[config.mk]
export PLATFORM = sky130hd
export DESIGN_NAME = expression_char_tokenizer_core
export DESIGN_NICKNAME = d
export VERILOG_FILES = /design/src/hw/rtl/ect_pkg.sv /design/src/hw/rtl/ect_classify.sv /design/src/hw/rtl/expression_char_tokenizer_core.sv
export SDC_FILE = /design/constraint.sdc
export NUM_CORES = 1
export LEC_CHECK = 0
export BUFFER_PORTS_ARGS = -buffer_cell sky130_fd_sc_hd__buf_2
export CAP_MARGIN = 40
export CORE_MARGIN = 4
export CORE_UTILIZATION = 45
export CTS_CLUSTER_DIAMETER = 100
export DETAILED_ROUTE_END_ITERATION = 8
export PLACE_DENSITY = 0.83
export RECOVER_POWER = 25
export SYNTH_ARGS = -nofsm -noshare
export SYNTH_HDL_FRONTEND = slang
export SYNTH_SLANG_ARGS = --single-unit
export TNS_END_PERCENT = 5
[constraint.sdc]
create_clock -name clk -period 2.2 [get_ports clk]
set_clock_uncertainty 0.2 [all_clocks]
set_input_delay 0.22 -clock clk [delete_from_list [all_inputs] [get_ports clk]]
set_output_delay 0.22 -clock clk [all_outputs]
set_load 0.1 [all_outputs]
[src/hw/rtl/ect_pkg.sv]
`default_nettype none

package ect_pkg;

    localparam int CharWidth = 16;

    typedef logic [CharWidth-1:0] char_t;

    typedef enum logic [2:0] {
        KIND_SPACE   = 3'd0,
        KIND_KEYWORD = 3'd1,
        KIND_OPER    = 3'd2,
        KIND_PAREN   = 3'd3,
        KIND_TEXT    = 3'd4,
        KIND_BAD     = 3'd5
    } kind_t;

    localparam char_t CH_SPACE   = 16'h0020;
    localparam char_t CH_TAB     = 16'h0009;
    localparam char_t CH_CR      = 16'h000D;
    localparam char_t CH_LF      = 16'h000A;
    localparam char_t CH_PERCENT = 16'h0025;
    localparam char_t CH_PLUS    = 16'h002B;
    localparam char_t CH_LPAREN  = 16'h0028;
    localparam char_t CH_RPAREN  = 16'h0029;
    localparam char_t CH_MINUS   = 16'h002D;
    localparam char_t CH_UNDER   = 16'h005F;
    localparam char_t CH_DIGIT_0 = 16'h0030;
    localparam char_t CH_DIGIT_9 = 16'h0039;
    localparam char_t CH_UPPER_A = 16'h0041;
    localparam char_t CH_UPPER_Z = 16'h005A;
    localparam char_t CH_LOWER_A = 16'h0061;
    localparam char_t CH_LOWER_Z = 16'h007A;

    // one-hot character class; all zero means invalid
    typedef struct packed {
        logic is_space;
        logic is_percent;
        logic is_plus;
        logic is_paren;
        logic is_text;
    } char_class_t;

endpackage

`default_nettype wire

[src/hw/rtl/ect_classify.sv]
`default_nettype none

module ect_classify
    import ect_pkg::*;
(
    input  wire char_t       ch,
    output char_class_t      cls
);

    always_comb
    begin
        cls.is_space   = (ch == CH_SPACE) || (ch == CH_TAB) ||
                         (ch == CH_CR) || (ch == CH_LF);
        cls.is_percent = (ch == CH_PERCENT);
        cls.is_plus    = (ch == CH_PLUS);
        cls.is_paren   = (ch == CH_LPAREN) || (ch == CH_RPAREN);
        cls.is_text    = ((ch >= CH_DIGIT_0) && (ch <= CH_DIGIT_9)) ||
                         ((ch >= CH_UPPER_A) && (ch <= CH_UPPER_Z)) ||
                         ((ch >= CH_LOWER_A) && (ch <= CH_LOWER_Z)) ||
                         (ch == CH_MINUS) || (ch == CH_UNDER);
    end

endmodule

`default_nettype wire

[src/hw/rtl/expression_char_tokenizer_core.sv]
// Expression character tokenizer.
// Input channel (in_valid/in_ready): one 16-bit character ch per transfer,
// with last marking the final character of an expression.
// Output channel (out_valid/out_ready): one result per character: the
// character (char_out), its token kind, token_start, the sticky error flag
// and end_of_expr (copy of last).
// Pipeline: an accepted character is loaded into the input register and then
// moves on into the result register, which drives the output. Throughput:
// one character per cycle while the receiver does not stall; the class decode
// and the compare against the open token's kind sit between the two
// registers.
// Token state (open kind, error flag) clears after a character with last set.
// Reset: both registers empty, no open token, error clear.
// When the receiver stalls, the result register holds and the input
// register fills; in_ready drops only when both are full.

`default_nettype none

module expression_char_tokenizer_core
    import ect_pkg::*;
(
    input  wire         clk,
    input  wire         rst_n,
    input  wire         in_valid,
    output logic        in_ready,
    input  wire  [15:0] ch,
    input  wire         last,
    output logic        out_valid,
    input  wire         out_ready,
    output logic [15:0] char_out,
    output logic [2:0]  kind,
    output logic        token_start,
    output logic        error,
    output logic        end_of_expr
);

    logic        in_valid_reg;
    char_t       ch_reg;
    logic        last_reg;

    logic        out_valid_reg;
    char_t       char_out_reg;
    kind_t       kind_reg;
    logic        start_reg;
    logic        error_reg;
    logic        end_reg;

    kind_t       cur_kind_reg;
    kind_t       cur_kind_next;
    logic        error_seen_reg;
    logic        error_seen_next;

    kind_t       kind_next;
    logic        start_next;
    logic        error_next;
    logic        advance;
    char_class_t cls;

    ect_classify u_classify (
        .ch  (ch_reg),
        .cls (cls)
    );

    assign advance  = in_valid_reg && (!out_valid_reg || out_ready);
    assign in_ready = !in_valid_reg || advance;

    always_comb
    begin
        kind_next       = KIND_BAD;
        start_next      = 1'b0;
        cur_kind_next   = cur_kind_reg;
        error_seen_next = error_seen_reg;
        if (cls.is_space)
        begin
            kind_next     = KIND_SPACE;
            cur_kind_next = KIND_SPACE;
        end
        else if (cls.is_percent)
        begin
            kind_next     = KIND_KEYWORD;
            start_next    = 1'b1;
            cur_kind_next = KIND_KEYWORD;
        end
        else if (cls.is_plus)
        begin
            kind_next     = KIND_OPER;
            start_next    = (cur_kind_reg != KIND_OPER);
            cur_kind_next = KIND_OPER;
        end
        else if (cls.is_paren)
        begin
            kind_next     = KIND_PAREN;
            start_next    = 1'b1;
            cur_kind_next = KIND_PAREN;
        end
        else if (cls.is_text)
        begin
            // continue an open keyword or text run
            if ((cur_kind_reg == KIND_KEYWORD) || (cur_kind_reg == KIND_TEXT))
            begin
                kind_next = cur_kind_reg;
            end
            else
            begin
                kind_next     = KIND_TEXT;
                start_next    = 1'b1;
                cur_kind_next = KIND_TEXT;
            end
        end
        else
        begin
            kind_next       = KIND_BAD;
            cur_kind_next   = KIND_SPACE;
            error_seen_next = 1'b1;
        end
        error_next = error_seen_next;
        if (last_reg)
        begin
            cur_kind_next   = KIND_SPACE;
            error_seen_next = 1'b0;
        end
    end

    // control state
    always_ff @(posedge clk or negedge rst_n)
    begin
        if (!rst_n)
        begin
            in_valid_reg   <= 1'b0;
            out_valid_reg  <= 1'b0;
            cur_kind_reg   <= KIND_SPACE;
            error_seen_reg <= 1'b0;
        end
        else
        begin
            if (in_ready)
            begin
                in_valid_reg <= in_valid;
            end
            if (advance)
            begin
                out_valid_reg  <= 1'b1;
                cur_kind_reg   <= cur_kind_next;
                error_seen_reg <= error_seen_next;
            end
            else if (out_ready)
            begin
                out_valid_reg <= 1'b0;
            end
        end
    end

    // payload
    always_ff @(posedge clk)
    begin
        if (in_ready && in_valid)
        begin
            ch_reg   <= ch;
            last_reg <= last;
        end
        if (advance)
        begin
            char_out_reg <= ch_reg;
            kind_reg     <= kind_next;
            start_reg    <= start_next;
            error_reg    <= error_next;
            end_reg      <= last_reg;
        end
    end

    assign out_valid   = out_valid_reg;
    assign char_out    = char_out_reg;
    assign kind        = kind_reg;
    assign token_start = start_reg;
    assign error       = error_reg;
    assign end_of_expr = end_reg;

    // token state clears at the end of an expression
    a_clear_at_end: assert property (@(posedge clk) disable iff (!rst_n)
        (advance && last_reg) |=> (cur_kind_reg == KIND_SPACE) && !error_seen_reg)
        else $error("token state not cleared after last character");

    // an invalid character always reports the error
    a_bad_sets_error: assert property (@(posedge clk) disable iff (!rst_n)
        (out_valid_reg && (kind_reg == KIND_BAD)) |-> error_reg)
        else $error("invalid character without error flag");

    // whitespace and invalid characters never open a token
    a_no_start_on_skip: assert property (@(posedge clk) disable iff (!rst_n)
        (out_valid_reg && start_reg) |->
            ((kind_reg != KIND_SPACE) && (kind_reg != KIND_BAD)))
        else $error("token start on skipped character");

    // error stays set within an expression
    a_error_sticky: assert property (@(posedge clk) disable iff (!rst_n)
        (advance && !last_reg && error_next) |=> error_seen_reg)
        else $error("error flag dropped inside expression");

endmodule

`default_nettype wire
Yosys cells after proc, flatten, opt, wreduce, memory -nomap -nowiden
Cells that the tools add are included.

cells by class
  reduce and logical (&&, ||, !) cells = 21
  shift-type cells = 0
  multiplexer cells = 24
  bitwise gates (word level) = 0
  eq/ne operators = 13
  div/mod/pow operators = 0
  add/subtract/negate cells = 0
  multipliers = 0
  $lt $le $gt $ge = 6

operators by type and width
  operator                                                            count
  equality test 16 x 6 -> 1 bit, second input constant                6
  equality test 16 x 4 -> 1 bit, second input constant                3
  greater-or-equal comparator 16 x 7 -> 1 bit, second input constant  2
  less-or-equal comparator 16 x 7 -> 1 bit, second input constant     2
  2-to-1 mux 3 bit                                                    8
  equality test 16 x 7 -> 1 bit, second input constant                1
  greater-or-equal comparator 16 x 6 -> 1 bit, second input constant  1
  less-or-equal comparator 16 x 6 -> 1 bit, second input constant     1
  2-to-1 mux 1 bit                                                    14
  logical OR 1 bit                                                    11
  logical AND 1 bit                                                   5
  2-to-1 mux 2 bit                                                    2
  OR reduction 4 bit                                                  1
  equality test 3 x 1 -> 1 bit, second input constant                 1
  equality test 3 bit, second input constant                          1
  inequality test 3 x 2 -> 1 bit, second input constant               1
  zero test 1 bit                                                     2
  nonzero test 2 bit                                                  1
  OR reduction 2 bit                                                  1

word-level totals
  memory bits (writable) = 0
  logic and storage cells = 77
  memory bits (read-only) = 0
  memories = 0
  bits in latches = 0
  register bits = 45
  output and inout port bits = 24
  input port bits = 21

Logic depth before layout (Yosys ltp)
Gate-level depths: netlist of run 1.

  depth in word-level cells = 12
  mapped depth = 6
  gate-level depth less buffers = 5

Cells and area by module
A second synthesis of run 1 with hierarchy kept.

unflattened totals
  cells, all modules = 119
  area, all modules = 1809.2 um2

by module, submodules not included
  module                          area an instance (um2)  instances  seq. area each (um2)  cells an instance
  expression_char_tokenizer_core  1596.5                  1          1321.3                88
  ect_classify                    212.7                   1          0.0                   31

Worst setup path before layout of run 1
No wires, ideal clock.

  path kind = reg-to-reg
  start = register out_valid_reg (netlist: out_valid)
  end = register ch_reg[0] (enable)
  library setup time = 326 ps
  arrival = 2619 ps
  period minus slack after synthesis = 3145 ps
  stages on the path, launching flop included = 3
  data required time = 1674 ps
  buffers on the path = 0
  path slack = -945 ps
  cell sequence = dfrtp_1 > nand3b_1 > and2_1

on the way
  longest elaborated chain between the ends = 5

RTL lines
  item                      line                                   source
  start: declaration        expression_char_tokenizer_core.sv:41   logic out_valid_reg;
  start signal: assignment  expression_char_tokenizer_core.sv:130  out_valid_reg <= 1'b0;
  start signal: assignment  expression_char_tokenizer_core.sv:142  out_valid_reg <= 1'b1;
  start signal: assignment  expression_char_tokenizer_core.sv:148  out_valid_reg <= 1'b0;
  zero test 1 bit           expression_char_tokenizer_core.sv:64   assign advance = in_valid_reg && (!out_valid_reg || out_ready);
  logical OR 1 bit          expression_char_tokenizer_core.sv:64
  logical AND 1 bit         expression_char_tokenizer_core.sv:64
  logical OR 1 bit          expression_char_tokenizer_core.sv:65   assign in_ready = !in_valid_reg || advance;
  named net in_ready        expression_char_tokenizer_core.sv:25   output logic in_ready,
  logical AND 1 bit         expression_char_tokenizer_core.sv:156  if (in_ready && in_valid)
  end signal: assignment    expression_char_tokenizer_core.sv:158  ch_reg <= ch;
  end: declaration          expression_char_tokenizer_core.sv:38   char_t ch_reg;

The timed path passes the listed nets, and every way through them passes these cells.
A chain may end at the register's enable or synchronous reset.

Final worst setup path of run 1
  start = register ch_reg[0]
  end = register start_reg (netlist: token_start) (data pin)

on the way
  longest elaborated chain between the ends = 10
  elaborated cells between the ends (all ways) = 31
  those cells by class = 6 x order compare; 10 x eq/ne; 4 x mux; 11 x reduce/logical

RTL lines
  item                                                                       line                                    source
  greater-or-equal comparator 16 x 6 -> 1 bit, or another cell as far along  ect_classify.sv:17                      cls.is_text = ((ch >= CH_DIGIT_0) && (ch <= CH_DIGIT_9)) ||
  logical AND 1 bit (on tied branches)                                       ect_classify.sv:17, ect_classify.sv:18
  logical OR 1 bit                                                           ect_classify.sv:17
  logical OR 1 bit                                                           ect_classify.sv:18                      ((ch >= CH_UPPER_A) && (ch <= CH_UPPER_Z)) ||
  logical OR 1 bit                                                           ect_classify.sv:19                      ((ch >= CH_LOWER_A) && (ch <= CH_LOWER_Z)) ||
  logical OR 1 bit                                                           ect_classify.sv:20                      (ch == CH_MINUS) || (ch == CH_UNDER);
  2-to-1 mux 1 bit                                                           expression_char_tokenizer_core.sv:96    else if (cls.is_text)
  2-to-1 mux 1 bit                                                           expression_char_tokenizer_core.sv:90    else if (cls.is_paren)
  2-to-1 mux 1 bit                                                           expression_char_tokenizer_core.sv:84    else if (cls.is_plus)
  2-to-1 mux 1 bit                                                           expression_char_tokenizer_core.sv:78    else if (cls.is_percent)
  end signal: assignment                                                     expression_char_tokenizer_core.sv:165   start_reg <= start_next;
  end: declaration                                                           expression_char_tokenizer_core.sv:44    logic start_reg;

Parallel ways exist; a longest one is shown, timed or not.

==> qor.csv, run 1 <==
metric;value;unit
total CTS buffers;5;
routed len/inst;15.5;um
ratio of cells with drive above 1 in the final layout;32.1;%
initial antenna violation count;0;
H-tree Lvls;2;
synth unique cells;45;
syn_nets;156;
core box area;4030;sq um
PwrDens;740;nW/um^2
worst hold-check path type;in -> reg;
TritonRoute pass-1 iters;4;
final setup fails;0;
Final Max Tran Viols;0;
Root Buffer;clkbuf_8;
critical path launch point type;register;
ys flop type;edfxtp_1;
Total Wirelength;4.07;mm
antenna viol nets, final;0;
clk slew on worst S/H paths;70;ps
EDFF count, synth;39;
first-pass GRT wire length;6.60;mm
number of diodes;0;
setup total negative slack;0;ps
Initial Util;46.9;%
Synth Register Bits;45;
highest achievable clock rate;466;MHz
Fillers;311;
via count;1408;
Post-Synthesis Cell Area;1890;sq um
Slew @ Worst Pin;494;ps
clk sinks;45;
largest net degree at the start of global routing;24;
CP cell instances;or4_4 > or3_4 > o211ai_2 > a21oi_2 > a32o_1;
critical path's slowest cell;or4_4;
clk_lat worst skew;290;ps
# DRC;0;
sequential area share after synthesis;69.9;%
total global routing overflow;0;
1st-iter DRT viols;138;
Finished Core Util;63.3;%
critical path fanouts, max;3;
Synth Warn #;0;
Setup Fix Bufs, Post-CTS;0;
Ports;45;
Setup WS pre-CTS;55.2;ps
register area;1330;sq um
Worst Path Required;2050;ps
CTS tree;yes;
Die Wd;72.8;um
die area;5300;sq um
Max Cap Violations;0;
VDD IR max;0.435;mV
Placer Congestion;0.834;
fin nets;232;
Total GRT Usage;16.5;%
CP Capture Type;register;
Syn-to-layout area delta;35.0;%
port buffer count;44;
Fin. Hold Viols;0;
worst rel slew slack;67.3;%
DP HPWL;2.80;mm
CP max stage delay;540;ps
WS Path Type;reg -> reg;
Final Critical Period;2150;ps
Synth async-reset ratio;13.3;%
row count;23;
worst setup margin;54.0;ps
fin crit share;97.5;%
Syn Area/Cell;14.0;sq um
vias per inst;5.37;
area of the multi-input gates;567;sq um
synthesized instance count;135;
Static Leakage;0.958;nW
die height;72.8;um
status;finished clean;
CP arrival;1990;ps
Longest Clk Path Bufs;2;
vias in the first global route;1389;
final timing paths:
path	startpoint	endpoint	slack, ps	cells after the start
worst max-delay path	ch_reg[0]	token_start	50	5
worst min-delay path	out_ready	out_valid	40	3
worst max register to register	ch_reg[0]	token_start	50	5
worst min register to register	ch_reg[15]	char_out[15]	250	0
max in group asynchronous	rst_n	out_valid	1370	2
min in group asynchronous	rst_n	cur_kind_reg[1]	150	2
report_power, final:
group | switching [mW] | leakage, nW | internal (mW) | total (mW)
registers | 0.0263 | 0.440 | 0.993 | 1.02
clock network | 0.252 | 0.0399 | 0.221 | 0.473
logic | 0.295 | 0.477 | 0.0983 | 0.393
total | 0.574 | 0.958 | 1.31 | 1.89
through the flow:
step,hold slack (ps),cell area (sq um),std cells,power (mW)
6_report,37.6,2550,262,1.89
5_1_grt,53.4,2550,262,1.96
4_1_cts,32.9,2520,262,1.89
3_5_place_dp,-145,2250,235,1.40
3_3_place_gp,-152,2250,235,1.39
2_1_floorplan,-276,1900,135,1.32
per-layer routing:
layer / routed length [um] / track usage [%] / part of all wire [%] / up-vias
met5: 0 / 0 / 0 / -
met4: 90 / 7.79 / 2.2 / 0
met3: 247 / 3.86 / 6.1 / 11
met2: 2110 / 28.1 / 52 / 56
met1: 1620 / 19.6 / 40 / 664
li1: - / - / - / 677
worst max-delay path: cells and delay by family, from the launching register on:
family           cells  cell delay, ps
AO/OA/AOI/OAI        3             430
flip-flops           1             390
AND/OR/NAND/NOR      2             890
cell families (layout without fill, tap and decap cells):
group,Yosys count,in the layout,synth area share [%]
AOI/OAI and AO/OA,26,26,10.8
xor gates and xnor gates,1,1,0.464
buffers and inverters,8,85,1.66
DFF,45,45,69.9
and+or+nand+nor,55,55,17.2
cells in the mapped netlist (2+ instances only):
cell type / number / area [sq um]
nor2b_1: 5 / 31.3
clkbuf_1: 4 / 15.0
inv_1: 3 / 11.3
nand4_1: 2 / 12.5
a32o_1: 2 / 20.0
nor3_1: 4 / 20.0
nand2_1: 10 / 37.5
and2_1: 2 / 12.5
dfrtp_1: 6 / 150
a21oi_1: 2 / 10.0
nand4b_1: 3 / 26.3
nor2_1: 6 / 22.5
and4_1: 2 / 17.5
edfxtp_1: 39 / 1170
nor4_1: 3 / 18.8
o21ai_1: 3 / 15.0
nand2b_1: 7 / 43.8
nand3b_1: 5 / 37.5
layout by cell type (no fill, tap or decap), types with 2 or more instances in the layout:
| master | Yosys | final |
|---|---|---|
| nor2b_1 | 5 | 5 |
| nand2_1 | 10 | 10 |
| clkbuf_8 | 0 | 5 |
| nand4_1 | 2 | 2 |
| nor4_1 | 3 | 2 |
| nand4b_1 | 3 | 3 |
| buf_2 | 1 | 43 |
| nand3b_1 | 5 | 5 |
| nor2_1 | 6 | 6 |
| edfxtp_1 | 39 | 39 |
| nand2b_1 | 7 | 7 |
| inv_1 | 3 | 3 |
| and4_1 | 2 | 2 |
| o21ai_1 | 3 | 3 |
| buf_4 | 0 | 10 |
| a32o_1 | 2 | 2 |
| dlygate4sd3_1 | 0 | 19 |
| nor3_1 | 4 | 3 |
| clkbuf_1 | 4 | 3 |
| dfrtp_1 | 6 | 5 |
| a21oi_1 | 2 | 2 |
final cells by class:
cell class                 count  share of cell area [%]
inverter                       3                   0.442
sequential                    45                    52.0
timing repair buffer          74                    19.8
multi-input combinational     82                    22.2
tap                           50                    2.45
clock buffer                   7                    2.99
clock inverter                 1                   0.147
repair_timing:
| action | 4_1_cts | 5_1_grt |
|---|---|---|
| endpoints found under the setup margin | 0 | 5 |
| gates resized for setup | 0 | 5 |
| hold buffers | 19 | 0 |
| endpoints found under the hold margin | 24 | 0 |
Note: power is estimated with default switching activity, not from simulation.
==> run 2: changes to the inputs <==
SYNTH_HIERARCHICAL = 1   (was default)
==> qor.csv, run 2 <==
metric;value;unit;change
commonest non-fill, non-tap cell in the layout;buf_2;;
WHS;65.0;ps;+27.4 ps
synth unique cells;39;;-13%
total CTS buffers;5;;unchanged
die area;5100;sq um;-3.8%
Synth top area share;64.7;%;+2.7 points
status;finished with violations;;
Synth area leader;edfxtp_1;;
Root Buffer;clkbuf_8;;
CP cell instances;nor4_4 > nand4_1 > buf_4 > nor3_4 > buf_6 > nand3b_1 > o31ai_2 > a221oi_2;;
via count;1302;;-7.5%
largest net degree at the start of global routing;18;;-25%
number of diodes;0;;unchanged
Simple-Gate Fraction of Synth Area;14.2;%;-3.0 points
port buffer count;44;;unchanged
fin crit share;102;%;+4.3 points
Syn Area/Cell;15.2;sq um;+8.6%
VDD IR max;0.642;mV;+47%
clk sinks;45;;unchanged
fin nets;222;;-4.3%
worst rel slew slack;67.1;%;-0.26 points
highest achievable clock rate;446;MHz;-4.2%
syn_nets;140;;-10%
commonest non-fill, non-tap cells in the layout;43 x buf_2, 39 x edfxtp_1, 19 x dlygate4sd3_1;;
Finished Core Util;68.6;%;+5.4 points
Longest Clk Path Bufs;2;;unchanged
core box area;3770;sq um;-6.4%
Area after DPL;2170;sq um;-3.5%
vias in the first global route;1313;;-5.5%
top-count cell post-synth;edfxtp_1;;
ratio of cells with drive above 1 in the final layout;43.6;%;+11 points
CP Capture Type;register;;
synth cell count leaders;39 x edfxtp_1, 7 x nor2_1, 6 x dfrtp_1, 6 x inv_1, 5 x nor3_1;;
design area;2590;sq um;+1.5%
Total GRT Usage;16.0;%;-0.52 points
Post-Synthesis Cell Area;1810;sq um;-4.2%
clk_lat worst skew;300;ps;about the same
H-tree Lvls;2;;unchanged
critical path's slowest cell;edfxtp_1;;
Worst Path Required;2050;ps;about the same
Placer Congestion;0.845;;+1.3%
Synth Area in Compound Gates;8.64;%;-2.2 points
CP max stage delay;450;ps;-90 ps
setup total negative slack;-75.0;ps;-75.0 ps
Slew @ Worst Pin;498;ps;+3.91 ps
ys flop type;edfxtp_1;;
total global routing overflow;0;;unchanged
FF-to-FF Start;ch_reg[10];;
mux share of post-synthesis cell area;0.622;%;+0.62 points
die height;71.4;um;-1.9%
CTS tree;yes;;
EDFF count, synth;39;;unchanged
antenna viol nets, final;0;;unchanged
# DRC;0;;unchanged
vias per inst;5.21;;-3.1%
synthesized instance count;119;;-12%
worst hold-check path type;in -> reg;;
1st-iter DRT viols;100;;-28%
largest cells by area after synthesis;edfxtp_1 65%, dfrtp_1 8.3%, nor2_1 1.5%, nand2b_1 1.4%, nor3_1 1.4%;;
Post-Synth XOR/XNOR Area;0;%;-0.46 points
Static Leakage;0.965;nW;+0.74%
first-pass GRT wire length;6.22;mm;-5.7%
hold path startpoint;out_ready;;
initial antenna violation count;0;;unchanged
main combinational cell family by area after synthesis;simple AND/OR/NAND/NOR gates;;
Synth Register Bits;45;;unchanged
Max Cap Violations;0;;unchanged
Final Max Tran Viols;0;;unchanged
sequential area share after synthesis;73.0;%;+3.1 points
critical path launch point type;register;;
Fin. Hold Viols;0;;unchanged
TritonRoute pass-1 iters;4;;unchanged
Synth Warn #;6;;+6
CP arrival;2090;ps;+100 ps
row count;22;;-4.3%
Post-Synth Adder-Cell Area;0;%;unchanged
critical path fanouts, max;7;;+4
PwrDens;785;nW/um^2;+6.1%
routed len/inst;15.4;um;-0.92%
Synth async-reset ratio;13.3;%;unchanged
DP HPWL;2.47;mm;-12%
Syn-to-layout area delta;43.1;%;
Setup crit start;ch_reg[10];;
Die Wd;71.4;um;-1.9%
RSZ-0062 raised after global routing;yes;;
Final Power;2.03;mW;+7.7%
WS Path Type;reg -> reg;;
final setup fails;3;;+3
worst setup margin;-40.0;ps;-93.9 ps
Initial Util;48.0;%;+1.1 points
Final Critical Period;2240;ps;+93.9 ps
Ports;45;;unchanged
Total Wirelength;3.85;mm;-5.5%
failing checks;setup timing;;
clk slew on worst S/H paths;80;ps;about the same
==> run 2: timing repair <==
item / 4_1_cts / 5_1_grt
hold buffers: 19 / 0
gates resized for setup: 8 / 9
endpoints found under the hold margin: 24 / 0
setup buffers: 2 / 0
endpoints found under the setup margin: 8 / 9
pin swaps: 6 / 9
==> run 2: cells by family (layout without fill, tap and decap cells) <==
family | Yosys count | count (layout)
compound gates | 20 | 20
buf+inv | 12 | 95
flops | 45 | 45
mux | 1 | 1
simple gates | 41 | 41
==> run 2: path summary, 6_finish.rpt <==
kind,slack (ps),to,cells past startpoint
max,-40,token_start,8
min,60,in_valid_reg,3
max reg2reg,-40,token_start,8
min reg2reg,260,char_out[15],0
max in group asynchronous,1410,out_valid,2
min in group asynchronous,120,cur_kind_reg[0],2
==> run 2: metrics by stage <==
| step | std cells | setup WS (ps) |
|---|---|---|
| 3_5_place_dp | 221 | -149 |
| 5_1_grt | 250 | -163 |
| 2_1_floorplan | 119 | -220 |
| 3_3_place_gp | 221 | -44.2 |
| 6_report | 250 | -40.0 |
| 4_1_cts | 250 | -37.5 |
==> run 2: area by class of cell <==
type | count | area (sq um)
timing repair buffer | 81 | 544
multi-input combinational | 62 | 522
inverter | 6 | 22.5
tap | 48 | 60.1
fill | 249 | 1180
clock inverter | 3 | 46.3
sequential | 45 | 1330
clock buffer | 5 | 68.8
==> run 2: worst max-delay path: cells and delay by family (launching register included) <==
kind / cells / cell delay (ps)
flip-flops: 1 / 450
AND/OR/NAND/NOR: 4 / 820
AO/OA/AOI/OAI: 2 / 160
buffers and inverters: 2 / 350
==> run 2: routing by layer <==
layer  track usage, %  vias to the layer above  share of wire (%)
met4             6.26                        0                1.4
met5                0                        -                  0
met1             19.3                      623                 41
met2             26.0                       42                 51
li1                 -                      632                  -
met3             5.75                        5                6.7
==> run 2: power by group <==
group	internal, mW	total (mW)	switching [mW]
combinational	0.0880	0.375	0.287
clock	0.340	0.628	0.288
sequential	0.995	1.03	0.0340
total	1.42	2.03	0.608
